## config.mk

```make
export PLATFORM = sky130hd
export DESIGN_NAME = owsp_ratio_div
export DESIGN_NICKNAME = d
export VERILOG_FILES = /design/src/owsp_pkg.sv /design/src/owsp_ratio_div.sv
export SDC_FILE = /design/constraint.sdc
export NUM_CORES = 2
export LEC_CHECK = 0
export BUFFER_PORTS_ARGS = -buffer_cell sky130_fd_sc_hd__buf_2
export CAP_MARGIN = 20
export CORE_MARGIN = 4
export CORE_UTILIZATION = 55
export DETAILED_ROUTE_END_ITERATION = 8
export GPL_TIMING_DRIVEN = 1
export PLACE_DENSITY = 0.83
export SYNTH_ARGS = -nofsm -noshare
export SYNTH_HDL_FRONTEND = slang
export SYNTH_SLANG_ARGS = --single-unit
```

## constraint.sdc

```tcl
create_clock -name clk -period 3.8 [get_ports clk]
set_clock_uncertainty 0.15 [all_clocks]
set_input_delay 0.19 -clock clk [delete_from_list [all_inputs] [get_ports clk]]
set_output_delay 0.19 -clock clk [all_outputs]
set_load 0.02 [all_outputs]
```

## src/owsp_pkg.sv

```systemverilog
// Shared constants and types for the omni wheel step planner.
package owsp_pkg;

  localparam int STEP_BITS_DEF       = 21;
  localparam int RATIO_FRAC_BITS_DEF = 15;

  localparam int CMD_W    = 16;
  localparam int ASCENT_W = 16;
  localparam int RAMP_W   = 16;

  // Q16 gains over the distance per pulse
  localparam int GAIN_W = 22;
  localparam int PROD_W = GAIN_W + CMD_W;
  localparam int SUM_W  = PROD_W + 2;
  localparam int Q_FRAC = 16;

  localparam logic signed [GAIN_W-1:0] GAIN_UNIT = 22'sd1198888;
  localparam logic signed [GAIN_W-1:0] GAIN_HALF = 22'sd599444;
  localparam logic signed [GAIN_W-1:0] GAIN_Y    = 22'sd1031043;
  localparam logic signed [GAIN_W-1:0] GAIN_TURN = 22'sd1918220;

  localparam logic signed [SUM_W-1:0] ROUND_HALF = SUM_W'(32768);

  localparam logic [RAMP_W-1:0] SHORT_MOVE_TRIM = 16'd3200;

  localparam int NUM_WHEELS = 3;

  typedef enum logic [1:0] {
    WHEEL_0 = 2'd0,
    WHEEL_1 = 2'd1,
    WHEEL_2 = 2'd2
  } wheel_idx_t;

endpackage

```

## src/owsp_ratio_div.sv

```systemverilog
// Pipelined restoring divider: three wheel-to-leader ratios, one quotient bit per stage.
module owsp_ratio_div #(
  parameter int STEP_BITS       = owsp_pkg::STEP_BITS_DEF,
  parameter int RATIO_FRAC_BITS = owsp_pkg::RATIO_FRAC_BITS_DEF
) (
  input  logic                         clk,
  input  logic [RATIO_FRAC_BITS+1:0]   load,
  input  logic [STEP_BITS-1:0]         steps_i [owsp_pkg::NUM_WHEELS],
  input  logic [STEP_BITS-1:0]         lead_i,
  output logic [RATIO_FRAC_BITS:0]     ratio_o [owsp_pkg::NUM_WHEELS]
);
  import owsp_pkg::*;

  localparam int FRAC = RATIO_FRAC_BITS;
  localparam int RW   = FRAC + 1;
  localparam int DS   = FRAC + 2;
  localparam int NW   = STEP_BITS + FRAC + 1;

  // acc holds {partial remainder, unused dividend bits, quotient bits so far}
  logic [NW-1:0]        acc_r  [DS][NUM_WHEELS];
  logic [STEP_BITS-1:0] lead_r [DS];

  // numerator with half the divisor added for round to nearest
  always_ff @(posedge clk) begin
    if (load[0]) begin
      lead_r[0] <= lead_i;
      for (int i = 0; i < NUM_WHEELS; i++) begin
        acc_r[0][i] <= {1'b0, steps_i[i], {FRAC{1'b0}}} + NW'(lead_i >> 1);
      end
    end
  end

  for (genvar k = 1; k < DS; k++) begin : g_stage
    logic [NW-1:0] acc_nxt [NUM_WHEELS];

    always_comb begin
      logic [STEP_BITS:0] trial;
      logic [STEP_BITS:0] diff;
      for (int i = 0; i < NUM_WHEELS; i++) begin
        trial = acc_r[k-1][i][NW-1:FRAC];
        diff  = trial - {1'b0, lead_r[k-1]};
        if (trial >= {1'b0, lead_r[k-1]}) begin
          acc_nxt[i] = {diff[STEP_BITS-1:0], acc_r[k-1][i][FRAC-1:0], 1'b1};
        end else begin
          acc_nxt[i] = {trial[STEP_BITS-1:0], acc_r[k-1][i][FRAC-1:0], 1'b0};
        end
      end
    end

    always_ff @(posedge clk) begin
      if (load[k]) begin
        lead_r[k] <= lead_r[k-1];
        for (int i = 0; i < NUM_WHEELS; i++) begin
          acc_r[k][i] <= acc_nxt[i];
        end
      end
    end
  end

  // a zero leader gives zero ratios
  always_comb begin
    for (int i = 0; i < NUM_WHEELS; i++) begin
      ratio_o[i] = (lead_r[DS-1] == '0) ? '0 : acc_r[DS-1][i][RW-1:0];
    end
  end

endmodule

```

==> PnR_summary.wiki <==
{| class="wikitable"
! Metric !! Value
|-
| Violations in the final reports || negative setup slack
|-
| Count of synthesis-stage warnings from yosys || 0
|-
| HPWL after DPL || 275000 um
|-
| RSZ-0062 raised after global routing || yes
|-
| Sequential-to-total area share from yosys stat || 47.6%
|-
| Cell count after placement || 13300
|-
| Worst Hold Depth || 3
|-
| Post-synthesis compound-gate area fraction || 16.7%
|-
| Die span in y || 459 um
|-
| Number of buffers created by CTS || 192
|-
| Largest net degree at the start of global routing || 130
|-
| Core ar. || 0.202 sq mm
|-
| H-tree level count || 4
|-
| Number of flops mapped to enable cells by yosys || 1776
|-
| Dominant combinational cell family by area after synthesis || compound AO/OA/AOI/OAI gates
|-
| Count of max-cap constraint violations || 0
|-
| Most frequent cells after synthesis || sky130_fd_sc_hd__edfxtp_1 (1776), sky130_fd_sc_hd__ha_1 (993), sky130_fd_sc_hd__a21oi_1 (928), sky130_fd_sc_hd__nor2_1 (674), sky130_fd_sc_hd__nand2_1 (664)
|-
| Asr flop ratio synth || 0%
|-
| Layout Utilization || 64.4%
|-
| Clock transition at path regs || 60 ps
|-
| Slew @ Worst Pin || 1090 ps
|-
| Fraction of synthesized cell area taken by the top area cell type || 47.6%
|-
| Placement-stage cell area || 0.120 sq mm
|-
| Vias in the first global route || 82800
|-
| Cell area after technology mapping || 0.112 sq mm
|-
| Worst Path Max Fanout || 11
|-
| Growth of design area from synthesis to finish || 16.3%
|-
| Clk Tree Root Cell || sky130_fd_sc_hd__clkbuf_16
|-
| Reg2Reg Depth || 15
|-
| Highest ir drop seen on vdd || 0.000621 V
|-
| WL/cell || 25.4 um
|-
| Initial cell density of the core || 55.3%
|-
| Deepest clock path buffer count || 3
|-
| Number of sinks driven by the clock tree || 1776
|-
| Library cell with the highest instance count after synthesis || sky130_fd_sc_hd__edfxtp_1
|-
| Number of endpoints with negative hold slack in the final report || 0
|-
| Via count || 87200
|-
| End point of the most critical hold path || acc_r[0][110]
|-
| Class of the tightest hold or removal check || in -> reg
|-
| Antenna violations before repair || 14
|-
| Syn Area/Cell || 11.0 sq um
|-
| Number of vias per cell || 6.24
|-
| Type of the setup path with the least slack || reg -> reg
|-
| Endpoint of the worst register-to-register path || acc_r[6][105]
|-
| Net total in the final layout || 12300
|-
| Outcome || finished, violations left
|-
| Cell count after synthesis || 10200
|-
| Post-Route Hold Slack || 84.2 ps
|-
| Cell Count, Final, Fillers Out || 14000
|-
| DRT Wirelength || 355000 um
|-
| Overall fraction of global-route tracks in use || 32.5%
|-
| Proportion of synthesized area in mux cells || 4.49%
|-
| Die span in x || 459 um
|-
| Final worst path period share || 100%
|-
| Largest area contributor in the netlist || sky130_fd_sc_hd__edfxtp_1
|-
| Worst-Skew Late Latency || 880 ps
|-
| Port Buffer Count || 149
|-
| Endpoint kind of the worst setup timing path || flop
|-
| Post-synth net total || 11400
|-
| Final total power || 120 mW
|-
| Predominant post-synthesis flop cell || sky130_fd_sc_hd__edfxtp_1
|-
| Startpoint of the tightest hold check path || steps_i[61]
|-
| Area share of fa/ha/maj cells after synthesis || 12.0%
|-
| Most area-consuming cells after synthesis || sky130_fd_sc_hd__edfxtp_1 (48%), sky130_fd_sc_hd__ha_1 (11%), sky130_fd_sc_hd__mux2_2 (4.2%)
|-
| Simple-gate share of the synthesized area || 10.1%
|-
| Global-route wire length before repair || 517000 um
|-
| Arrival time at the worst endpoint || 4280 ps
|-
| Critical path startpoint || acc_r[5][89]
|-
| Worst EP required || 4270 ps
|-
| Number of fill cells || 15500
|-
| Power density cells || 925 mW/mm^2
|-
| Max_slew headroom || 27.5%
|-
| Clock tree from TritonCTS || yes
|-
| Max Freq || 0.262 GHz
|-
| Ratio of cells with drive above 1 in the final layout || 15.0%
|-
| Distinct cell type count after synthesis || 98
|-
| Min Clock Period, post-route || 3810 ps
|-
| Flop-to-flop setup slack || -10 ps
|-
| Parity-gate share of the synthesized area counting xor and xnor cells || 6.20%
|-
| Worst reg2reg path startpoint || acc_r[5][89]
|-
| Gp weighted congestion || 0.999
|-
| DRC violation count after routing || 0
|-
| Overflow left after global routing || 0
|-
| Router iterations before antenna repair || 7
|-
| Post-route cell area || 0.130 sq mm
|-
| Number of synthesized register bits || 1776
|-
| Total number of placement rows || 165
|-
| Crit path launch type || flop
|-
| Leakage || 53.2 nW
|-
| Initial detailed-routing violation count || 10200
|-
| Remaining number of nets flagged by the antenna check after routing || 0
|-
| Count of boundary I/O pins || 150
|-
| Worst Slack Setup Final || -9.82 ps
|-
| Number of endpoints failing setup at the final stage || 2
|-
| Full die area || 0.211 sq mm
|-
| Max-slew violations || 0
|}
state kept, by name (all words and copies together) (netlist names):
signal  flops
acc_r    1554
lead_r    222
per-layer routing:
layer | track usage [%] | share of wire, % | vias up
met5 | 0 | 0.0096 | -
met4 | 13.6 | 4.8 | 4
met3 | 4.69 | 8.1 | 756
met2 | 51.3 | 45 | 4055
met1 | 45.0 | 42 | 42200
li1 | - | - | 40200
where the power goes:
part / total, mW / switching [mW] / internal (mW) / leakage (nW)
Clock: 18.8 / 8.37 / 10.5 / 3.03
Sequential: 37.6 / 6.31 / 31.3 / 17.3
Combinational: 64.0 / 34.5 / 29.5 / 32.8
Total: 120 / 49.2 / 71.3 / 53.2
stage by stage:
step           setup TNS [ps]  setup WS [ps]
4_1_cts                 -1880          -76.1
5_1_grt                 -6180           -144
3_5_place_dp            -7740           -111
6_report                -13.4          -9.82
2_1_floorplan               0           1.49
3_3_place_gp            -2600          -72.8
what timing repair did:
| item | 4_1_cts | 5_1_grt |
|---|---|---|
| pin swaps | 35 | 70 |
| gates resized for setup | 44 | 220 |
| endpoints found under the setup margin | 160 | 558 |
| setup buffers | 28 | 50 |
| hold buffers | 209 | 0 |
| gates cloned | 7 | 10 |
| endpoints found under the hold margin | 1375 | 0 |
layout by cell type (no fill, tap or decap), types with 57 or more instances in the layout:
cell type | netlist | final
sky130_fd_sc_hd__a211oi_1 | 65 | 58
sky130_fd_sc_hd__a21o_1 | 450 | 450
sky130_fd_sc_hd__a21oi_1 | 928 | 896
sky130_fd_sc_hd__a31oi_1 | 90 | 87
sky130_fd_sc_hd__and3_1 | 67 | 67
sky130_fd_sc_hd__buf_12 | 0 | 57
sky130_fd_sc_hd__buf_2 | 47 | 133
sky130_fd_sc_hd__buf_4 | 8 | 530
sky130_fd_sc_hd__clkbuf_16 | 0 | 202
sky130_fd_sc_hd__dlygate4sd3_1 | 0 | 209
sky130_fd_sc_hd__edfxtp_1 | 1776 | 1776
sky130_fd_sc_hd__ha_1 | 993 | 988
sky130_fd_sc_hd__inv_1 | 634 | 621
sky130_fd_sc_hd__mux2_2 | 421 | 337
sky130_fd_sc_hd__mux2_4 | 1 | 85
sky130_fd_sc_hd__nand2_1 | 664 | 664
sky130_fd_sc_hd__nand2b_1 | 104 | 104
sky130_fd_sc_hd__nand3_1 | 193 | 193
sky130_fd_sc_hd__nand4_1 | 123 | 123
sky130_fd_sc_hd__nor2_1 | 674 | 674
sky130_fd_sc_hd__nor2b_1 | 154 | 154
sky130_fd_sc_hd__nor3_1 | 136 | 133
sky130_fd_sc_hd__o21a_1 | 90 | 87
sky130_fd_sc_hd__o21ai_0 | 646 | 619
sky130_fd_sc_hd__o21bai_1 | 117 | 114
sky130_fd_sc_hd__o31ai_1 | 76 | 70
sky130_fd_sc_hd__xnor2_1 | 495 | 495
sky130_fd_sc_hd__xor2_1 | 297 | 297
worst max-delay path by stage:
stage	endpoint	slack [ps]	cells after the start
after global placement	acc_r[6][32]	-70	15
after floorplan	acc_r[10][103]	1	14
after CTS	acc_r[9][26]	-80	15
after global routing	acc_r[9][96]	-140	15
after detailed placement	acc_r[8][54]	-110	14
final	acc_r[6][105]	-10	15
critical path, stage by stage, from the launching register on:
cell                       delay, ps
sky130_fd_sc_hd__edfxtp_1        400
sky130_fd_sc_hd__inv_2            90
sky130_fd_sc_hd__ha_4            150
sky130_fd_sc_hd__inv_4            40
sky130_fd_sc_hd__fa_2            410
sky130_fd_sc_hd__a211oi_4        280
sky130_fd_sc_hd__o21ai_2         120
sky130_fd_sc_hd__a21oi_2         180
sky130_fd_sc_hd__o21ai_1          90
sky130_fd_sc_hd__a221oi_2        300
sky130_fd_sc_hd__nor2b_1         100
sky130_fd_sc_hd__a311o_1         360
sky130_fd_sc_hd__a41oi_4         270
sky130_fd_sc_hd__buf_6           170
sky130_fd_sc_hd__buf_16          150
sky130_fd_sc_hd__mux2_4          310
final cells by class:
type                            instances  area (sq um)  share of cell area (%)
Clock inverter                        133          1370                    1.05
Inverter                              636          2400                    1.84
Clock buffer                          220          4930                    3.79
Antenna cell                            5          12.5                 0.00961
Multi-Input combinational cell       7579         56400                    43.3
Tap cell                             2672          3340                    2.57
Sequential cell                      1776         53300                    41.0
Timing Repair Buffer                  957          8410                    6.46
cells by family (layout without fill, tap and decap cells):
| group | count (synthesis) | after routing |
|---|---|---|
| flip-flops | 1776 | 1776 |
| XOR/XNOR | 792 | 792 |
| other | 0 | 5 |
| adder cells (fa/ha/maj) | 1041 | 1041 |
| buffers and inverters | 856 | 1946 |
| AO/OA/AOI/OAI | 2929 | 2930 |
| AND/OR/NAND/NOR | 2367 | 2367 |
| multiplexers | 449 | 449 |
No activity file was read; power rests on OpenSTA's default activity.
